## src/design/va_pkg.sv

```systemverilog
`timescale 1ns / 1ps

package va_pkg;

    localparam int FRAC_BITS_DEF   = 16;
    localparam int COORD_WIDTH_DEF = 32;
    localparam int FUNC_W          = 3;

    // Operation codes
    localparam logic [FUNC_W-1:0] FN_ADD    = 3'd0;
    localparam logic [FUNC_W-1:0] FN_SUB    = 3'd1;
    localparam logic [FUNC_W-1:0] FN_SCALE  = 3'd2;
    localparam logic [FUNC_W-1:0] FN_LENGTH = 3'd3;
    localparam logic [FUNC_W-1:0] FN_NORM   = 3'd4;

    // Per-item control travelling down the pipeline
    typedef struct packed {
        logic [FUNC_W-1:0] func;
        logic              ov;
        logic              neg_x;
        logic              neg_y;
    } va_ctrl_t;

endpackage

```

## src/design/va_sqrt.sv

```systemverilog
`timescale 1ns / 1ps

// Digit-by-digit square root, one root bit per stage, W stages.
// Leaves the truncated root and the remainder s - root^2.
module va_sqrt #(
    parameter int W   = va_pkg::COORD_WIDTH_DEF,
    parameter int SBW = 1
) (
    input  logic           clk,
    input  logic           rst_n,
    input  logic           en,
    input  logic           in_valid,
    input  logic [2*W-1:0] in_s,
    input  logic [SBW-1:0] in_sb,
    output logic           out_valid,
    output logic [W-1:0]   out_root,
    output logic [2*W-1:0] out_rem,
    output logic [SBW-1:0] out_sb
);

    logic [W-1:0]   v_reg;
    logic [W-1:0]   root_reg [W];
    logic [2*W-1:0] rem_reg [W];
    logic [SBW-1:0] sb_reg [W];

    for (genvar g = 0; g < W; g++)
    begin : g_stage
        localparam int I = W - 1 - g;

        logic           v_in;
        logic [W-1:0]   root_in;
        logic [2*W-1:0] rem_in;
        logic [SBW-1:0] sb_in;
        logic [2*W:0]   trial;
        logic [W-1:0]   root_next;
        logic [2*W-1:0] rem_next;

        if (g == 0)
        begin : g_first
            assign v_in    = in_valid;
            assign root_in = '0;
            assign rem_in  = in_s;
            assign sb_in   = in_sb;
        end
        else
        begin : g_rest
            assign v_in    = v_reg[g-1];
            assign root_in = root_reg[g-1];
            assign rem_in  = rem_reg[g-1];
            assign sb_in   = sb_reg[g-1];
        end

        // Try setting root bit I: (r + 2^I)^2 - r^2 = r*2^(I+1) + 2^(2I)
        always_comb
        begin
            trial = ((2*W+1)'(root_in) << (I + 1)) + ((2*W+1)'(1) << (2 * I));
            if ({1'b0, rem_in} >= trial)
            begin
                rem_next  = rem_in - (2*W)'(trial);
                root_next = root_in | (W'(1) << I);
            end
            else
            begin
                rem_next  = rem_in;
                root_next = root_in;
            end
        end

        always_ff @(posedge clk or negedge rst_n)
        begin
            if (!rst_n)
            begin
                v_reg[g] <= 1'b0;
            end
            else if (en)
            begin
                v_reg[g] <= v_in;
            end
        end

        always_ff @(posedge clk)
        begin
            if (en)
            begin
                root_reg[g] <= root_next;
                rem_reg[g]  <= rem_next;
                sb_reg[g]   <= sb_in;
            end
        end
    end

    assign out_valid = v_reg[W-1];
    assign out_root  = root_reg[W-1];
    assign out_rem   = rem_reg[W-1];
    assign out_sb    = sb_reg[W-1];

endmodule

```

## config.mk

```make
export PLATFORM = sky130hd
export DESIGN_NAME = va_sqrt
export DESIGN_NICKNAME = d
export VERILOG_FILES = /design/src/design/va_pkg.sv /design/src/design/va_sqrt.sv
export SDC_FILE = /design/constraint.sdc
export NUM_CORES = 2
export LEC_CHECK = 0
export ABC_AREA = 0
export BUFFER_PORTS_ARGS = -buffer_cell sky130_fd_sc_hd__buf_2
export CAP_MARGIN = 20
export CORE_MARGIN = 5
export CORE_UTILIZATION = 56
export CTS_BUF_LIST = sky130_fd_sc_hd__clkbuf_2
export DETAILED_ROUTE_END_ITERATION = 12
export GPL_TIMING_DRIVEN = 0
export PLACE_DENSITY_LB_ADDON = 0.25
export SYNTH_ARGS = -nofsm -noshare
export SYNTH_HDL_FRONTEND = slang
export SYNTH_SLANG_ARGS = --single-unit
```

## constraint.sdc

```tcl
create_clock -name clk -period 4.95 [get_ports clk]
set_clock_uncertainty 0.15 [all_clocks]
set_input_delay 0.495 -clock clk [delete_from_list [all_inputs] [get_ports clk]]
set_output_delay 0.495 -clock clk [all_outputs]
set_load 0.05 [all_outputs]
```

==> impl_metrics.yaml <==
run_status:
  status: "finished, final reports clean"
pwr:
  p_total_mw: 62.0
  total_leakage_power_nw: 53.8
  irDropWorstVdd_mv: 0.349
  powerDensity_nw_per_um2: 439
yosys:
  ys_seq_area_share_pct: 62.2
  synth_cell_types: 86
  yosysWarnings: 0
  synthArstFlopShare_pct: 1.21
  postSynthAreaPerCell_um2: 12.4
  synthCells: 10200
  synth_nets: 10800
  synth-seq-cells: 2640
  synth_edf_count: 2608
  ys.flop_type: "edfxtp_1"
  synth_area_um2: 127000
critical_path:
  start_kind: "flop"
  cp-end-kind: "flop"
  crit_required_ns: 6.35
  r2r_cells: 11
  crit_buf_inv: 4
  cp_cell_sequence: "inv_1, ha_1, nand3_1, nor4_2, nor4b_1, nor3_1, o41ai_1, clkbuf_2, clkbuf_2, clkbuf_1, a21oi_1"
  cpMostUsedCell: "clkbuf_2"
  rr_endpoint: "rem_reg[1][420]$_DFFE_PP_"
  critPathMaxStageDelay_ns: 0.57
  critPathMaxFanout: 10
  path_class: "flop to flop"
  r2r_slack_ns: 0.1
  crit_arrival_ns: 6.25
  worst_path_max_delay_cell: "nor4_2"
  crit_family: "simple AND/OR/NAND/NOR gates"
  worstReg2RegStart: "root_reg[5][48]$_DFFE_PP_"
floorplan:
  die_h_um: 486
  initial_core_util_pct: 56.1
  rows: 175
  die_x_um: 486
  dieArea_um2: 237000
  pin_count: 167
  core_um2: 227000
drt:
  vias: 88200
  drc: 0
  detail-route-antenna-nets: 0
  via_per_inst: 5.95
  firstDrtPassIters: 6
  finalWirelength_um: 346000
  drt-wirelength-per-cell_um: 23.3
  drt-initial-drc-count: 8730
placed_design:
  gp_congestion: 0.972
  dp_hpwl_um: 252000
  port_buffers: 166
  numPlacedInstances: 13400
grt:
  overflow: 0
  track_usage_pct: 28.6
  grt_pass1_wl_um: 519000
  antenna_found_initial: 15
  grt_pass1_vias: 86300
  grt_max_degree: 187
clock_network:
  root_buffer: "clkbuf_2"
  cts_max_level: 6
  cts_tree: "done"
  clock_path_buffers: 4
  cts_buffers: 662
  clock-sinks: 2640
  clkTransAtPathRegs_ns: 0.11
  clk_latency_ns: 1.92
layout:
  final_common_cell: "edfxtp_1"
  fin_nets: 12000
  largest_reg_flops: 2048
  syn2layout_area_growth_pct: 11.0
  num-fill-cells: 17800
  postLayoutCoreUtil_pct: 62.3
  stdcell_count: 14800
  drive_above_1_share_pct: 12.0
  final_cell_mix: "edfxtp_1 (2608), clkbuf_2 (913), inv_1 (730), nor2_1 (690), a21oi_1 (653)"
timing:
  fmax_mhz: 206
  finalCritPeriodShare_pct: 98.0
  rsz0062_at_grt: "no"
  slew_headroom_pct: 17.9
  finalHoldViolCount: 0
  maxSlewViolCount: 0
  worstMarginPinSlew_ns: 1.23
  tns_ns: 0
  setup_viol: 0
  fin_crit_ns: 4.85
run:
  drv_cap: 0
hold_path:
  holdPathEnd: "root_reg[7][72]$_DFFE_PP_"
  hold_class: "flop to flop"
  min_path_cells: 0
  min_from: "root_reg[7][40]$_DFFE_PP_"
[worst reg2reg max path, stage by stage, from the launching register on]
cell,delay (ns)
edfxtp_1,0.37
inv_1,0.05
ha_1,0.39
nand3_1,0.28
nor4_2,0.57
nor4b_1,0.48
nor3_1,0.17
o41ai_1,0.55
clkbuf_2,0.42
clkbuf_2,0.38
clkbuf_1,0.50
a21oi_1,0.26
[where the power goes]
part / internal [mW] / leakage, nW / total (mW) / switching (mW)
Sequential: 28.5 / 25.5 / 31.2 / 2.67
Clock: 6.08 / 4.54 / 15.1 / 9.05
Combinational: 6.11 / 23.7 / 15.7 / 9.59
[logic make-up after synthesis]
| group | synth area share [%] |
|---|---|
| muxes | 1.12 |
| and+or+nand+nor | 12.3 |
| AOI/OAI and AO/OA | 9.45 |
| buffers and inverters | 2.83 |
| DFF | 62.2 |
| xor gates and xnor gates | 6.54 |
| adders and majority gates | 5.51 |
[synth_stat cells, drive strengths merged (120+ instances only)]
master	n	area [um2]
o21ai	491	2460
nand4	195	1220
clkbuf	196	736
a21o	207	1550
mux2	120	1350
xor2	401	3510
xnor2	548	4800
edfxtp	2608	78300
nor2	691	2590
a21oi	655	3280
nor4	342	2140
nor3	289	1450
nand2	647	2430
inv	731	2740
ha	560	7010
nand3	205	1030
[stage by stage]
stage | hold slack (ns) | instance area, um2 | setup WS [ns]
6_report | 0.243 | 141000 | 0.0983
5_1_grt | 0.0590 | 141000 | 0.00835
4_1_cts | 0.00557 | 141000 | 0.00624
3_5_place_dp | 0.255 | 132000 | -0.620
3_3_place_gp | 0.251 | 132000 | -36.48
2_1_floorplan | 0.0494 | 127000 | 1.05
[cell type report]
type | instances | area (um2) | area share, %
antenna | 18 | 45.0 | 0.0319
clock buffer | 897 | 4490 | 3.18
timing repair buffer | 453 | 3960 | 2.80
clock inverter | 243 | 1620 | 1.15
multi-input combinational | 6621 | 44500 | 31.5
sequential | 2640 | 79100 | 56.1
buffer | 220 | 855 | 0.606
inverter | 735 | 2770 | 1.96
tap | 3009 | 3760 | 2.67
[worst max path at each step]
stage | startpoint | to | slack [ns] | depth (start not counted)
after global routing | root_reg[7][6]$_DFFE_PP_ | rem_reg[1][865]$_DFFE_PP_ | 0.008 | 13
after global placement | en | rem_reg[1][967]$_DFFE_PP_ | -36.48 | 1
after detailed placement | root_reg[7][71]$_DFFE_PP_ | rem_reg[1][973]$_DFFE_PP_ | -0.62 | 12
after floorplan | rem_reg[1][498]$_DFFE_PP_ | rem_reg[1][561]$_DFFE_PP_ | 1.05 | 11
final | root_reg[5][48]$_DFFE_PP_ | rem_reg[1][420]$_DFFE_PP_ | 0.1 | 11
after CTS | root_reg[7][41]$_DFFE_PP_ | rem_reg[1][925]$_DFFE_PP_ | 0.006 | 14
[what timing repair did]
action	4_1_cts	5_1_grt
resized for setup	16	22
buffers inserted	0	2
hold buffers	256	0
pin swaps	0	1
gates cloned	0	1
endpoints found under the hold margin	1191	0
endpoints found under the setup margin	120	91
[metal layers]
| metal | vias to the layer above | GRT usage, % | routed length, um |
|---|---|---|---|
| met2 | 3876 | 46.4 | 162000 |
| li1 | 41000 | - | - |
| met5 | - | 0 | 55 |
| met3 | 739 | 4.67 | 25500 |
| met1 | 42600 | 39.3 | 145000 |
| met4 | 8 | 10.8 | 13100 |
No activity file was read; power rests on OpenSTA's default activity.
