==> src/design/va_pkg.sv <==
`timescale 1ns / 1ps

package va_pkg;

    localparam int FRAC_BITS_DEF   = 16;
    localparam int COORD_WIDTH_DEF = 32;
    localparam int FUNC_W          = 3;

    // Operation codes
    localparam logic [FUNC_W-1:0] FN_ADD    = 3'd0;
    localparam logic [FUNC_W-1:0] FN_SUB    = 3'd1;
    localparam logic [FUNC_W-1:0] FN_SCALE  = 3'd2;
    localparam logic [FUNC_W-1:0] FN_LENGTH = 3'd3;
    localparam logic [FUNC_W-1:0] FN_NORM   = 3'd4;

    // Per-item control travelling down the pipeline
    typedef struct packed {
        logic [FUNC_W-1:0] func;
        logic              ov;
        logic              neg_x;
        logic              neg_y;
    } va_ctrl_t;

endpackage

==> src/design/va_div.sv <==
`timescale 1ns / 1ps

// Restoring divider, two lanes sharing one divisor: m * 2^F / len with
// m <= len, one quotient bit per stage, F+1 stages.
module va_div #(
    parameter int W   = va_pkg::COORD_WIDTH_DEF,
    parameter int F   = va_pkg::FRAC_BITS_DEF,
    parameter int SBW = 1
) (
    input  logic           clk,
    input  logic           rst_n,
    input  logic           en,
    input  logic           in_valid,
    input  logic [W-1:0]   in_len,
    input  logic [W-1:0]   in_mx,
    input  logic [W-1:0]   in_my,
    input  logic [SBW-1:0] in_sb,
    output logic           out_valid,
    output logic [W-1:0]   out_len,
    output logic [F:0]     out_qx,
    output logic [F:0]     out_qy,
    output logic [W-1:0]   out_remx,
    output logic [W-1:0]   out_remy,
    output logic [SBW-1:0] out_sb
);

    localparam int NS = F + 1;

    logic [NS-1:0]  v_reg;
    logic [W-1:0]   len_reg [NS];
    logic [W-1:0]   r_reg [NS][2];
    logic [F:0]     q_reg [NS][2];
    logic [SBW-1:0] sb_reg [NS];
    logic [W-1:0]   m_in [2];

    assign m_in[0] = in_mx;
    assign m_in[1] = in_my;

    for (genvar g = 0; g < NS; g++)
    begin : g_stage
        logic           v_in;
        logic [W-1:0]   len_in;
        logic [SBW-1:0] sb_in;
        logic [W:0]     r_in [2];
        logic [F:0]     q_in [2];
        logic [W-1:0]   r_next [2];
        logic [F:0]     q_next [2];

        if (g == 0)
        begin : g_first
            assign v_in   = in_valid;
            assign len_in = in_len;
            assign sb_in  = in_sb;
            for (genvar l = 0; l < 2; l++)
            begin : g_lane
                assign r_in[l] = {1'b0, m_in[l]};
                assign q_in[l] = '0;
            end
        end
        else
        begin : g_rest
            assign v_in   = v_reg[g-1];
            assign len_in = len_reg[g-1];
            assign sb_in  = sb_reg[g-1];
            for (genvar l = 0; l < 2; l++)
            begin : g_lane
                assign r_in[l] = {r_reg[g-1][l], 1'b0};
                assign q_in[l] = q_reg[g-1][l];
            end
        end

        // One quotient bit per lane
        always_comb
        begin
            for (int l = 0; l < 2; l++)
            begin
                if (r_in[l] >= {1'b0, len_in})
                begin
                    r_next[l] = W'(r_in[l] - {1'b0, len_in});
                    q_next[l] = {q_in[l][F-1:0], 1'b1};
                end
                else
                begin
                    r_next[l] = W'(r_in[l]);
                    q_next[l] = {q_in[l][F-1:0], 1'b0};
                end
            end
        end

        always_ff @(posedge clk or negedge rst_n)
        begin
            if (!rst_n)
            begin
                v_reg[g] <= 1'b0;
            end
            else if (en)
            begin
                v_reg[g] <= v_in;
            end
        end

        always_ff @(posedge clk)
        begin
            if (en)
            begin
                len_reg[g] <= len_in;
                sb_reg[g]  <= sb_in;
                for (int l = 0; l < 2; l++)
                begin
                    r_reg[g][l] <= r_next[l];
                    q_reg[g][l] <= q_next[l];
                end
            end
        end
    end

    assign out_valid = v_reg[NS-1];
    assign out_len   = len_reg[NS-1];
    assign out_qx    = q_reg[NS-1][0];
    assign out_qy    = q_reg[NS-1][1];
    assign out_remx  = r_reg[NS-1][0];
    assign out_remy  = r_reg[NS-1][1];
    assign out_sb    = sb_reg[NS-1];

endmodule

==> config.mk <==
export PLATFORM = sky130hd
export DESIGN_NAME = va_div
export DESIGN_NICKNAME = d
export VERILOG_FILES = /design/src/design/va_pkg.sv /design/src/design/va_div.sv
export SDC_FILE = /design/constraint.sdc
export NUM_CORES = 2
export LEC_CHECK = 0
export ABC_CLOCK_PERIOD_IN_PS = 4100
export BUFFER_PORTS_ARGS = -buffer_cell sky130_fd_sc_hd__buf_2
export CORE_MARGIN = 4
export CORE_UTILIZATION = 40
export DETAILED_ROUTE_END_ITERATION = 7
export GPL_TIMING_DRIVEN = 0
export SYNTH_ARGS = -nofsm -noshare
export SYNTH_HDL_FRONTEND = slang
export SYNTH_SLANG_ARGS = --single-unit
==> constraint.sdc <==
create_clock -name clk -period 4.1 [get_ports clk]
set_clock_uncertainty 0.2 [all_clocks]
set_input_delay 0.615 -clock clk [delete_from_list [all_inputs] [get_ports clk]]
set_output_delay 0.615 -clock clk [all_outputs]
set_load 0.02 [all_outputs]
==> flow_metrics.env <==
export IMPL_outcome="completed"
export IMPL_critPathLaunchType="flop"
export IMPL_drc_errors=0
export IMPL_io_pins=233
export IMPL_die_width_um=573.6
export IMPL_fmax_ghz=0.2457
export IMPL_whs_path_depth=4
export IMPL_grt_max_degree=178
export IMPL_rsz0062_at_grt="true"
export IMPL_clkTransAtPathRegs_ps=60
export IMPL_syn_to_final_growth_pct=13.65
export IMPL_synth_edf_count=1955
export IMPL_clockBufferDepth=4
export IMPL_num_vias=98111
export IMPL_timing_rr_end="r_reg[6][44]"
export IMPL_power_density_nw_per_um2=876.8
export IMPL_fin_util_pct=45.69
export IMPL_cp_required_ps=4480
export IMPL_tightest_slew_ps=1284
export IMPL_slew_viol_final=0
export IMPL_routed_via_density=5.635
export IMPL_place_hpwl_um=328900
export IMPL_setup_tns_final_ps=0
export IMPL_arrival_ps=4450
export IMPL_fin_nets=14261
export IMPL_synth_seq_cells=1972
export IMPL_yosysTopAreaCellShare_pct=45.88
export IMPL_fin_crit_sh_pct=99.27
export IMPL_start_util_pct=40.20
export IMPL_power_leakage_nw=59.02
export IMPL_reg2reg_slack_ps=30
export IMPL_seq_area_frac_synth_pct=46.21
export IMPL_cp_max_fo=10
export IMPL_clk_latency_ps=960
export IMPL_setup_viol=0
export IMPL_numCtsBuffers=223
export IMPL_ir_drop_uv=453.5
export IMPL_critical_path_class="flop to flop"
export IMPL_yosysMostFrequentCell="edfxtp_1"
export IMPL_drt_initial_drc_count=8498
export IMPL_grt_pass1_vias=93703
export IMPL_min_to="r_reg[0][32]"
export IMPL_synth_area_leaders="edfxtp_1 46%, ha_1 11%, a21oi_1 4.4%"
export IMPL_fillers=29927
export IMPL_tritoncts="built"
export IMPL_gp_congestion=0.9474
export IMPL_r2r_start="len_reg[1][59]"
export IMPL_async_flop_share_pct=0.8621
export IMPL_hold_start="in_mx[0]"
export IMPL_ant_nets=0
export IMPL_syn_num_nets=13603
export IMPL_fp_coreArea_um2=318300
export IMPL_reg2regPathDepth=12
export IMPL_ys_flop_type="edfxtp_1"
export IMPL_cap_violations=0
export IMPL_cp_end_kind="flop"
export IMPL_dieArea_um2=329000
export IMPL_row_count=207
export IMPL_p_total_mw=127.5
export IMPL_antenna_found_initial=15
export IMPL_syn_area_um2=128000
export IMPL_syn_inst=12380
export IMPL_hold_violations=0
export IMPL_avgSynthCellArea_um2=10.34
export IMPL_final_area_um2=145400
export IMPL_largest_register_ff_count=1088
export IMPL_slew_headroom_pct=13.61
export IMPL_wl_um=409200
export IMPL_placed_area_um2=134700
export IMPL_cts_sinks=1972
export IMPL_hold_path_class="input port to flop"
export IMPL_grt_pass1_wl_um=598900
export IMPL_cts_htree_levels=4
export IMPL_routedWlPerCell_um=23.51
export IMPL_fin_crit_ps=4070
export IMPL_yosysWarnings=0
export IMPL_io_buffers=232
export IMPL_drive_gt1_share_pct=10.94
export IMPL_overflow=0
export IMPL_synthTopCellsByCount="1,955 x edfxtp_1, 1,140 x nand2_1, 1,121 x a21oi_1"
export IMPL_grt_total_usage_pct=23.87
export IMPL_dr_pass1_iters=7
export IMPL_post_synth_num_cell_types=111
export IMPL_root_buffer="clkbuf_16"
export IMPL_synth_area_leader_cell="edfxtp_1"
export IMPL_fp_dieH_um=573.6
-- layer usage --
metal	track usage, %	wire, um	up-vias
met1	31.16	173700	47117
met4	10.28	20270	4
met5	0	33	-
met2	39.59	190700	3085
met3	3.314	24580	643
li1	-	-	47262
-- repair_timing --
action	CTS	global route
gates resized for setup	258	250
pin swaps	30	32
hold buffers	101	0
hold endpoints to repair	183	0
gates cloned	0	1
buffers inserted	70	35
endpoints found under the setup margin	961	706
-- critical path, stage by stage, from the launching register on --
cell,delay [ps]
edfxtp_1,570
inv_1,120
ha_1,420
and3_1,240
nand2_1,130
nor4_1,570
nand3_1,210
o21ai_0,390
a21oi_4,120
buf_4,180
clkbuf_2,240
nand2_1,130
o21ai_0,180
-- cells by family after synthesis --
kind of cell / Yosys count / synth area share [%]
and+or+nand+nor: 3094 / 11.37
adders and majority gates: 1122 / 11.17
muxes: 323 / 2.991
DFF: 1972 / 46.21
AOI/OAI and AO/OA: 3764 / 18.33
xor gates and xnor gates: 920 / 6.297
buffers and inverters: 1185 / 3.631
-- power breakdown --
| part | switching, mW | internal, mW |
|---|---|---|
| clock | 8.47 | 11.6 |
| sequential | 5.32 | 32.4 |
| combinational | 42.4 | 27.4 |
-- layout by cell type (no fill, tap or decap), types with 77 or more instances in the layout --
master and count:
nor2_1 705, o21ai_0 955, nand3_1 214, xnor2_1 494
clkbuf_16 226, ha_1 1086, xor2_1 426, a21oi_1 1086
buf_4 117, inv_1 814, and3_1 118, o21a_1 142
nor2b_1 158, dlygate4sd3_1 101, o21bai_1 134, a31oi_1 118
edfxtp_1 1955, mux2_2 245, nand2_1 1138, a211oi_1 77
buf_2 271, nand2b_1 142, clkbuf_1 212, a21o_1 542
nor3_1 123, nand4_1 182
-- cell type report --
type | count | area [um2] | area share [%]
multi-input combinational | 9224 | 65450 | 45.00
sequential | 1972 | 59130 | 40.66
clock buffer | 268 | 5833 | 4.011
tap | 4180 | 5230 | 3.596
timing repair buffer | 451 | 3400 | 2.338
inverter | 819 | 3088 | 2.123
buffer | 347 | 1832 | 1.260
clock inverter | 142 | 1448 | 0.9955
antenna | 7 | 17.52 | 0.01205
-- metrics by stage --
| step | hold WS [ps] | setup slack [ps] | cells |
|---|---|---|---|
| 5_1_grt | 45.22 | -26.08 | 17404 |
| 3_3_place_gp | 201.3 | -30200 | 16792 |
| 3_5_place_dp | 204.5 | -1891 | 16805 |
| 6_report | 76.81 | 30.13 | 17410 |
| 2_1_floorplan | 119.4 | 404.4 | 12380 |
| 4_1_cts | 13.69 | 2.299 | 17381 |
-- how the worst max path moves through the flow --
stage	slack (ps)	end	startpoint
6_report	30	r_reg[6][44]	len_reg[1][59]
2_1_floorplan	400	r_reg[0][40]	in_mx[0]
3_5_place_dp	-1890	r_reg[0][22]	in_my[0]
4_1_cts	2	r_reg[10][44]	len_reg[2][44]
5_1_grt	-30	r_reg[6][44]	len_reg[1][59]
3_3_place_gp	-30200	q_reg[6][23]	en
No activity file was read; power rests on OpenSTA's default activity.
